<file path="config.mk">
export PLATFORM = sky130hd
export DESIGN_NAME = sorted_priority_queue
export DESIGN_NICKNAME = d
export VERILOG_FILES = /design/src/rtl/spq_pkg.sv /design/src/rtl/sorted_priority_queue.sv /design/src/rtl/spq_cell.sv
export SDC_FILE = /design/constraint.sdc
export NUM_CORES = 1
export LEC_CHECK = 0
export BUFFER_PORTS_ARGS = -buffer_cell sky130_fd_sc_hd__buf_4
export CAP_MARGIN = 25
export CORE_ASPECT_RATIO = 0.6
export CORE_MARGIN = 5
export CORE_UTILIZATION = 45
export CTS_BUF_LIST = sky130_fd_sc_hd__clkbuf_8 sky130_fd_sc_hd__clkbuf_16
export DETAILED_ROUTE_END_ITERATION = 12
export PLACE_DENSITY = 0.7
export SLEW_MARGIN = 20
export SYNTH_ARGS = -nofsm -noshare
export SYNTH_HDL_FRONTEND = slang
export SYNTH_SLANG_ARGS = --single-unit
</file>
<file path="constraint.sdc">
create_clock -name clk -period 10.6 [get_ports clk]
set_input_delay 1.06 -clock clk [delete_from_list [all_inputs] [get_ports clk]]
set_output_delay 1.06 -clock clk [all_outputs]
set_load 0.02 [all_outputs]
</file>
<file path="src/rtl/spq_pkg.sv">
`default_nettype none

package spq_pkg;

    localparam int DEPTH_DEF     = 16;
    localparam int ID_BITS_DEF   = 8;
    localparam int PRIO_BITS_DEF = 8;

    localparam logic OP_ENQ = 1'b0;
    localparam logic OP_DEQ = 1'b1;

    typedef enum logic [1:0] {
        ST_OK    = 2'd0,
        ST_EMPTY = 2'd1,
        ST_FULL  = 2'd2
    } status_t;

    // Per-cycle command broadcast to every cell
    typedef struct packed {
        logic enq;
        logic deq;
    } cell_ctrl_t;

endpackage

`default_nettype wire

</file>
<file path="src/rtl/sorted_priority_queue.sv">
// A result word is registered and appears in the cycle after its word is
// accepted. Throughput: one word per cycle while in_ready is high; every cell
// compares with the new priority in parallel; moving entries shift one place.
// Reset: clears the fill count and the output valid flag; cell contents are
// left as they are and are never read before being written.
`default_nettype none

module sorted_priority_queue
    import spq_pkg::*;
#(
    parameter int DEPTH     = DEPTH_DEF,
    parameter int ID_BITS   = ID_BITS_DEF,
    parameter int PRIO_BITS = PRIO_BITS_DEF,
    localparam int CNT_W    = $clog2(DEPTH + 1)
) (
    input  wire logic                 clk,
    input  wire logic                 rst_n,
    input  wire logic                 in_valid,
    output logic                      in_ready,
    input  wire logic                 opcode,
    input  wire logic [ID_BITS-1:0]   proc_id,
    input  wire logic [PRIO_BITS-1:0] prio,
    output logic                      out_valid,
    input  wire logic                 out_ready,
    output logic [1:0]                status,
    output logic [ID_BITS-1:0]        out_id,
    output logic [PRIO_BITS-1:0]      out_prio,
    output logic [CNT_W-1:0]          occupancy
);

    logic                 in_fire;
    logic                 is_full;
    logic                 is_empty;
    cell_ctrl_t           ctrl;

    logic [CNT_W-1:0]     count_reg;
    logic [CNT_W-1:0]     count_next;

    logic                 valid_reg;
    logic                 valid_next;
    status_t              status_reg;
    status_t              status_next;
    logic [ID_BITS-1:0]   out_id_reg;
    logic [ID_BITS-1:0]   out_id_next;
    logic [PRIO_BITS-1:0] out_prio_reg;
    logic [PRIO_BITS-1:0] out_prio_next;
    logic [CNT_W-1:0]     occ_reg;

    logic [DEPTH-1:0]     occ;
    logic [DEPTH-1:0]     keep;
    logic [ID_BITS-1:0]   cell_id   [DEPTH];
    logic [PRIO_BITS-1:0] cell_prio [DEPTH];

    // Take a new word whenever the result register is free or being drained
    assign in_ready = !valid_reg || out_ready;
    assign in_fire  = in_valid && in_ready;
    assign is_full  = (count_reg == CNT_W'(DEPTH));
    assign is_empty = (count_reg == '0);

    // Drop an enqueue on a full queue and a dequeue on an empty one
    assign ctrl.enq = in_fire && (opcode == OP_ENQ) && !is_full;
    assign ctrl.deq = in_fire && (opcode == OP_DEQ) && !is_empty;

    // Row of cells, head at cell 0. On insert a cell keeps its entry, takes
    // the new one if its left neighbor keeps, or takes the left neighbor's
    // entry. On removal every cell takes its right neighbor's entry.
    for (genvar i = 0; i < DEPTH; i++)
    begin : g_cell
        logic                 l_keep;
        logic [ID_BITS-1:0]   l_id;
        logic [PRIO_BITS-1:0] l_prio;
        logic [ID_BITS-1:0]   r_id;
        logic [PRIO_BITS-1:0] r_prio;

        assign occ[i] = (count_reg > CNT_W'(i));

        if (i == 0)
        begin : g_head
            assign l_keep = 1'b1;
            assign l_id   = proc_id;
            assign l_prio = prio;
        end
        else
        begin : g_mid
            assign l_keep = keep[i-1];
            assign l_id   = cell_id[i-1];
            assign l_prio = cell_prio[i-1];
        end

        if (i == DEPTH - 1)
        begin : g_tail
            assign r_id   = cell_id[i];
            assign r_prio = cell_prio[i];
        end
        else
        begin : g_body
            assign r_id   = cell_id[i+1];
            assign r_prio = cell_prio[i+1];
        end

        spq_cell #(
            .ID_BITS   (ID_BITS),
            .PRIO_BITS (PRIO_BITS)
        ) u_cell (
            .clk        (clk),
            .ctrl       (ctrl),
            .new_id     (proc_id),
            .new_prio   (prio),
            .occupied   (occ[i]),
            .left_keep  (l_keep),
            .left_id    (l_id),
            .left_prio  (l_prio),
            .right_id   (r_id),
            .right_prio (r_prio),
            .keep       (keep[i]),
            .cell_id    (cell_id[i]),
            .cell_prio  (cell_prio[i])
        );
    end

    // Fill count and result word
    always_comb
    begin
        count_next    = count_reg;
        valid_next    = valid_reg;
        status_next   = status_reg;
        out_id_next   = '0;
        out_prio_next = '0;
        if (ctrl.enq)
        begin
            count_next = count_reg + CNT_W'(1);
        end
        else if (ctrl.deq)
        begin
            count_next    = count_reg - CNT_W'(1);
            out_id_next   = cell_id[0];
            out_prio_next = cell_prio[0];
        end

        if (in_fire)
        begin
            valid_next = 1'b1;
            if (opcode == OP_ENQ)
            begin
                status_next = is_full ? ST_FULL : ST_OK;
            end
            else
            begin
                status_next = is_empty ? ST_EMPTY : ST_OK;
            end
        end
        else if (out_ready)
        begin
            valid_next = 1'b0;
        end
    end

    always_ff @(posedge clk or negedge rst_n)
    begin
        if (!rst_n)
        begin
            count_reg  <= '0;
            valid_reg  <= 1'b0;
            status_reg <= ST_OK;
        end
        else
        begin
            count_reg  <= count_next;
            valid_reg  <= valid_next;
            status_reg <= status_next;
        end
    end

    // Load the result payload only with a new word; hold it while stalled
    always_ff @(posedge clk)
    begin
        if (in_fire)
        begin
            out_id_reg   <= out_id_next;
            out_prio_reg <= out_prio_next;
            occ_reg      <= count_next;
        end
    end

    assign out_valid = valid_reg;
    assign status    = status_reg;
    assign out_id    = out_id_reg;
    assign out_prio  = out_prio_reg;
    assign occupancy = occ_reg;

    // Fill count never passes the number of cells
    a_count_bound: assert property (@(posedge clk) disable iff (!rst_n)
        count_reg <= CNT_W'(DEPTH))
        else $error("fill count above depth");

    // An accepted enqueue on a full queue reports full and leaves count alone
    a_full_drop: assert property (@(posedge clk) disable iff (!rst_n)
        in_fire && (opcode == OP_ENQ) && is_full
        |=> (status_reg == ST_FULL) && (count_reg == CNT_W'(DEPTH)))
        else $error("enqueue on full queue not dropped");

    // An empty report always carries zero occupancy
    a_empty_occ: assert property (@(posedge clk) disable iff (!rst_n)
        valid_reg && (status_reg == ST_EMPTY) |-> (occ_reg == '0))
        else $error("empty status with nonzero occupancy");

    // Head two entries stay in ascending priority order
    a_head_order: assert property (@(posedge clk) disable iff (!rst_n)
        occ[1] |-> (cell_prio[0] <= cell_prio[1]))
        else $error("head entries out of order");

endmodule

`default_nettype wire

</file>
<file path="src/rtl/spq_cell.sv">
`default_nettype none

module spq_cell
    import spq_pkg::*;
#(
    parameter int ID_BITS   = ID_BITS_DEF,
    parameter int PRIO_BITS = PRIO_BITS_DEF
) (
    input  wire logic                 clk,
    input  wire cell_ctrl_t           ctrl,
    input  wire logic [ID_BITS-1:0]   new_id,
    input  wire logic [PRIO_BITS-1:0] new_prio,
    input  wire logic                 occupied,
    input  wire logic                 left_keep,
    input  wire logic [ID_BITS-1:0]   left_id,
    input  wire logic [PRIO_BITS-1:0] left_prio,
    input  wire logic [ID_BITS-1:0]   right_id,
    input  wire logic [PRIO_BITS-1:0] right_prio,
    output logic                      keep,
    output logic [ID_BITS-1:0]        cell_id,
    output logic [PRIO_BITS-1:0]      cell_prio
);

    logic [ID_BITS-1:0]   id_reg;
    logic [ID_BITS-1:0]   id_next;
    logic [PRIO_BITS-1:0] prio_reg;
    logic [PRIO_BITS-1:0] prio_next;

    // Entry stays put on insert when it is at or below the new priority
    assign keep      = occupied && (prio_reg <= new_prio);
    assign cell_id   = id_reg;
    assign cell_prio = prio_reg;

    always_comb
    begin
        id_next   = id_reg;
        prio_next = prio_reg;
        if (ctrl.enq && !keep)
        begin
            if (left_keep)
            begin
                id_next   = new_id;
                prio_next = new_prio;
            end
            else
            begin
                id_next   = left_id;
                prio_next = left_prio;
            end
        end
        else if (ctrl.deq)
        begin
            id_next   = right_id;
            prio_next = right_prio;
        end
    end

    always_ff @(posedge clk)
    begin
        id_reg   <= id_next;
        prio_reg <= prio_next;
    end

endmodule

`default_nettype wire

</file>
==> results.txt <==
- The initial antenna violation count is 0.
- Standard-cell row count: 55
- Data arrives at the worst endpoint at between 4 and 5 ns.
- Main combinational cell family by area after synthesis: multiplexers
- Ratio of cells with drive above 1 in the final layout: a little over a tenth
* Mean area per synthesized cell: roughly 11 µm²
- For flop-to-flop paths, the worst setup slack is 6.91 ns.
- Count of input and output buffers: between 40 and 50
* CP Launch Point: prio[3]
* DIE AREA: between 0.04 and 0.05 mm²
- The initial utilization of the core area, before any placement, comes to a little under half.
* Final net count: between 1500 and 2000
* Cell with the most instances after synthesis: sky130_fd_sc_hd__edfxtp_1
- # H-tree levels: 1
* Post-synthesis cell count: 1552
- The clock network burns 26.8% of the power.
- Total chip power: a little under 4 mW
- Post-detail-place hpwl: around 36 mm
* Fraction of the mapped netlist area in compound gates: between 10% and 20%
- Number of setup violations in the final report: 0
* Synthesized-area fraction occupied by and/or/nand/nor cells: under 10%
* Worst flop-to-flop path endpoint: g_cell[7].u_cell.cell_id[7]
- GRT Residual Overflow: 0
- Reg-to-Reg Start: count_reg[1]
* Yosys top cell by area: sky130_fd_sc_hd__edfxtp_1
* Setup_tns: 0 ns
- In this run the clock root is driven by a sky130_fd_sc_hd__clkbuf_16.
- The min-delay analysis places its worst path in the category in -> async.
- Final wirelength: about 51 mm
* Total clock sinks: around 290
* Leak: between 7 and 8 nW
* TritonCTS buffer count: 28
- Routability-driven placement finished with a final weighted congestion of between 0.9 and 1.
- Proportion of register bits with asynchronous set or reset after synthesis: approximately 2.8%
* Outcome: finished, final reports clean
* Power density over cell area: 203 mW/mm²
- Worst path cell trace: buf_4 > inv_1 > ha_1 > nand4_1 > or3b_2 > a21oi_1 > o31ai_4 > nand2_1
- After synthesis, the share of cell area in mux cells is 14.6%.
* Proportion of total power due to net switching: between 30% and 40%
* Number of buffers inserted to repair setup after CTS: 0
* Die Span X: between 200 and 300 µm
* Area share of fa/ha/maj cells after synthesis: roughly 9.7%
- Hold buffer count at CTS: 0
* Reported max-cap violation count: 0
- The worst setup path is launched from an input port.
- The internal portion of the total power is between 2 and 3 mW.
- Final slew viol count: 0
* Mapped Area: between 0.015 and 0.02 mm²
- STA classifies the critical path endpoint as a flop.
- Dividing the final minimum period by the clock period gives 41.1%.
- Timing would allow up to between 0.2 and 0.25 GHz.
- After synthesis, the cell types taking the most area are sky130_fd_sc_hd__edfxtp_1 48%, sky130_fd_sc_hd__mux2i_1 13%, sky130_fd_sc_hd__ha_1 9.7%.
- The synthesized design contains roughly 280 enable-type register cells.
- On the critical path the largest part of the delay comes from simple AND/OR/NAND/NOR gates.
- At the later pin of the worst-skew pair, clock insertion delay measures roughly 0.57 ns.
- Fillcell total: about 3300
* Count of instances resized after the clock tree is built: 0
- Syn. warnings: 0
- The worst-case IR drop observed on VDD is around 0.12 mV.
- In this run, the number of DRC markers left after iteration 0 of detailed routing was about 1900.
- At the pin with the least slew margin, the transition time is roughly 1.1 ns.
- Hold Vio Cnt, Final: 0
* Combinational share of power: a little under a third
- Along the worst path, the maximum fanout reaches 33.
* Maximum single-stage delay on the critical path: approximately 0.9 ns
* Area added between synthesis and finish: 10.5%
- Syn nets: roughly 1700
- Routed len/inst: ~24 µm
* Area of combinational cells with multiple inputs: ~0.0083 mm²
- Summing the areas of all xor and xnor instances in the mapped netlist gives less than 1% of the synthesized area.
- Via count: 13000
- The critical path contains buffers and inverters numbering 2 combined.
* Storage cell area: between 0.008 and 0.009 mm²
* Number of top-level pins: 46
* CTS tree: yes
- Counting flops and latches in the post-synthesis netlist gives 285.
- Of the total power, registers draw 42.1%.
* First-pass GRT wire length: approximately 76 mm
* Number of iterations in the first detailed-routing pass: 6
- Setup repair after global routing left no endpoint under its margin.
- Via count of the first global-routing pass: 12200
- The count of nets left with antenna violations once routing finished came out at 0.
- Ranked by instance count, the synthesized netlist is headed by 277 x sky130_fd_sc_hd__edfxtp_1, 224 x sky130_fd_sc_hd__mux2i_1, 220 x sky130_fd_sc_hd__o21ai_0, 187 x sky130_fd_sc_hd__nand2_1, 134 x sky130_fd_sc_hd__ha_1.
- Yosys mapped the design onto 65 distinct sky130hd cell types.
- The analysis attributes to net switching a power of around 1.3 mW.
- Relative slew slack: ~29%
- The setup path with the least slack is of type in -> reg.
* CORE AREA: 0.0378 mm²
- Routed vias/inst: 6.19
- Largest net degree at the start of global routing: 42
- After detailed routing, the number of remaining DRC violations is 0.
- Top_reg_cell synth: sky130_fd_sc_hd__edfxtp_1
* Clock transition at the registers of the reported paths: about 0.070 ns
- Counting cells, the worst reg-to-reg path comes to 7.
* Clk buf depth: 3
- Total GRT Usage: around 23%
- Data required time of the worst path: roughly 11 ns
- After synthesis, the largest area contributor takes up between 40% and 50% of total cell area.
* Sequential fraction of the synthesis area: between 40 and 50%
* Height of the chip: 162 µm
- On the critical path, the stage with the largest delay is an instance of sky130_fd_sc_hd__o31ai_4.
- Period minus WS final: 4.36 ns
- Worst-case clock skew: 0.0126 ns
[power groups by stage]
stage / clock (mW) / sequential, mW / combinational, mW
final: 1.04 / 1.63 / 1.20
after global placement: 0 / 1.64 / 1.12
after detailed placement: 0 / 1.64 / 1.16
after floorplan: 0 / 1.55 / 0.889
after CTS: 1.05 / 1.62 / 1.17
after global routing: 1.10 / 1.64 / 1.30
[metrics by stage]
| stage | util (%) | instances | hold slack [ns] | instance area (µm²) | worst slack [ns] |
|---|---|---|---|---|---|
| 2_1_floorplan | - | 1552 | 0.518 | 17300 | 6.25 |
| 3_3_place_gp | 47.6 | 2038 | 0.466 | 18000 | 5.72 |
| 3_5_place_dp | 47.6 | 2038 | 0.475 | 18000 | 5.62 |
| 4_1_cts | 50.1 | 2090 | 0.280 | 18900 | 6.20 |
| 5_1_grt | 50.5 | 2100 | 0.293 | 19100 | 6.08 |
| 6_report | 50.5 | 2101 | 0.298 | 19100 | 6.24 |
[kinds of logic (layout without fill, tap and decap cells)]
kind of cell               after synthesis  in the layout
AOI/OAI and AO/OA                      408            408
xor gates and xnor gates                 4              4
adders and majority gates              134            134
buffers and inverters                  118            153
DFF                                    285            285
muxes                                  248            248
other                                    0              1
and+or+nand+nor                        355            355
[worst reg2reg max path: cells and delay by family (launching register included)]
kind / cells / cell delay (ns)
adder cells (fa/ha/maj): 1 / 0.19
flip-flops: 1 / 0.55
buffers and inverters: 2 / 0.67
AND/OR/NAND/NOR: 4 / 1.85
[worst max-delay path by stage]
stage,to,slack (ns),cells after the start
2_1_floorplan,g_cell[2].u_cell.cell_id[0],6.25,8
3_3_place_gp,g_cell[4].u_cell.cell_id[1],5.72,8
3_5_place_dp,g_cell[4].u_cell.cell_id[3],5.62,8
4_1_cts,g_cell[13].u_cell.cell_id[6],6.20,8
5_1_grt,g_cell[3].u_cell.cell_id[1],6.08,8
6_report,g_cell[3].u_cell.cell_id[1],6.24,8
[layer usage]
layer | wire length, µm | share of wire, % | GRT usage (%)
met5 | 0 | 0 | 0
met3 | 7940 | 15 | 9.58
met1 | 23900 | 46 | 36.8
met2 | 18700 | 36 | 29.1
met4 | 897 | 1.7 | 4.32
[cell type report]
class | instances | area share [%]
multi-input combinational | 1149 | 43.3
clock buffer | 29 | 3.80
tap | 513 | 3.36
inverter | 29 | 0.570
antenna | 1 | 0.0131
timing repair buffer | 72 | 3.28
sequential | 285 | 44.6
clock inverter | 23 | 1.09
[placed cells by master (no fill, tap or decap), types with 29 or more instances in the layout]
cell type,netlist,routed
sky130_fd_sc_hd__nand2_1,187,187
sky130_fd_sc_hd__mux2i_1,224,224
sky130_fd_sc_hd__clkbuf_16,0,29
sky130_fd_sc_hd__edfxtp_1,277,277
sky130_fd_sc_hd__ha_1,134,134
sky130_fd_sc_hd__nor2_1,58,58
sky130_fd_sc_hd__o21ai_0,220,218
sky130_fd_sc_hd__a21oi_1,105,105
sky130_fd_sc_hd__buf_4,12,62
sky130_fd_sc_hd__inv_1,28,31
(Power assumes the default switching activity.)
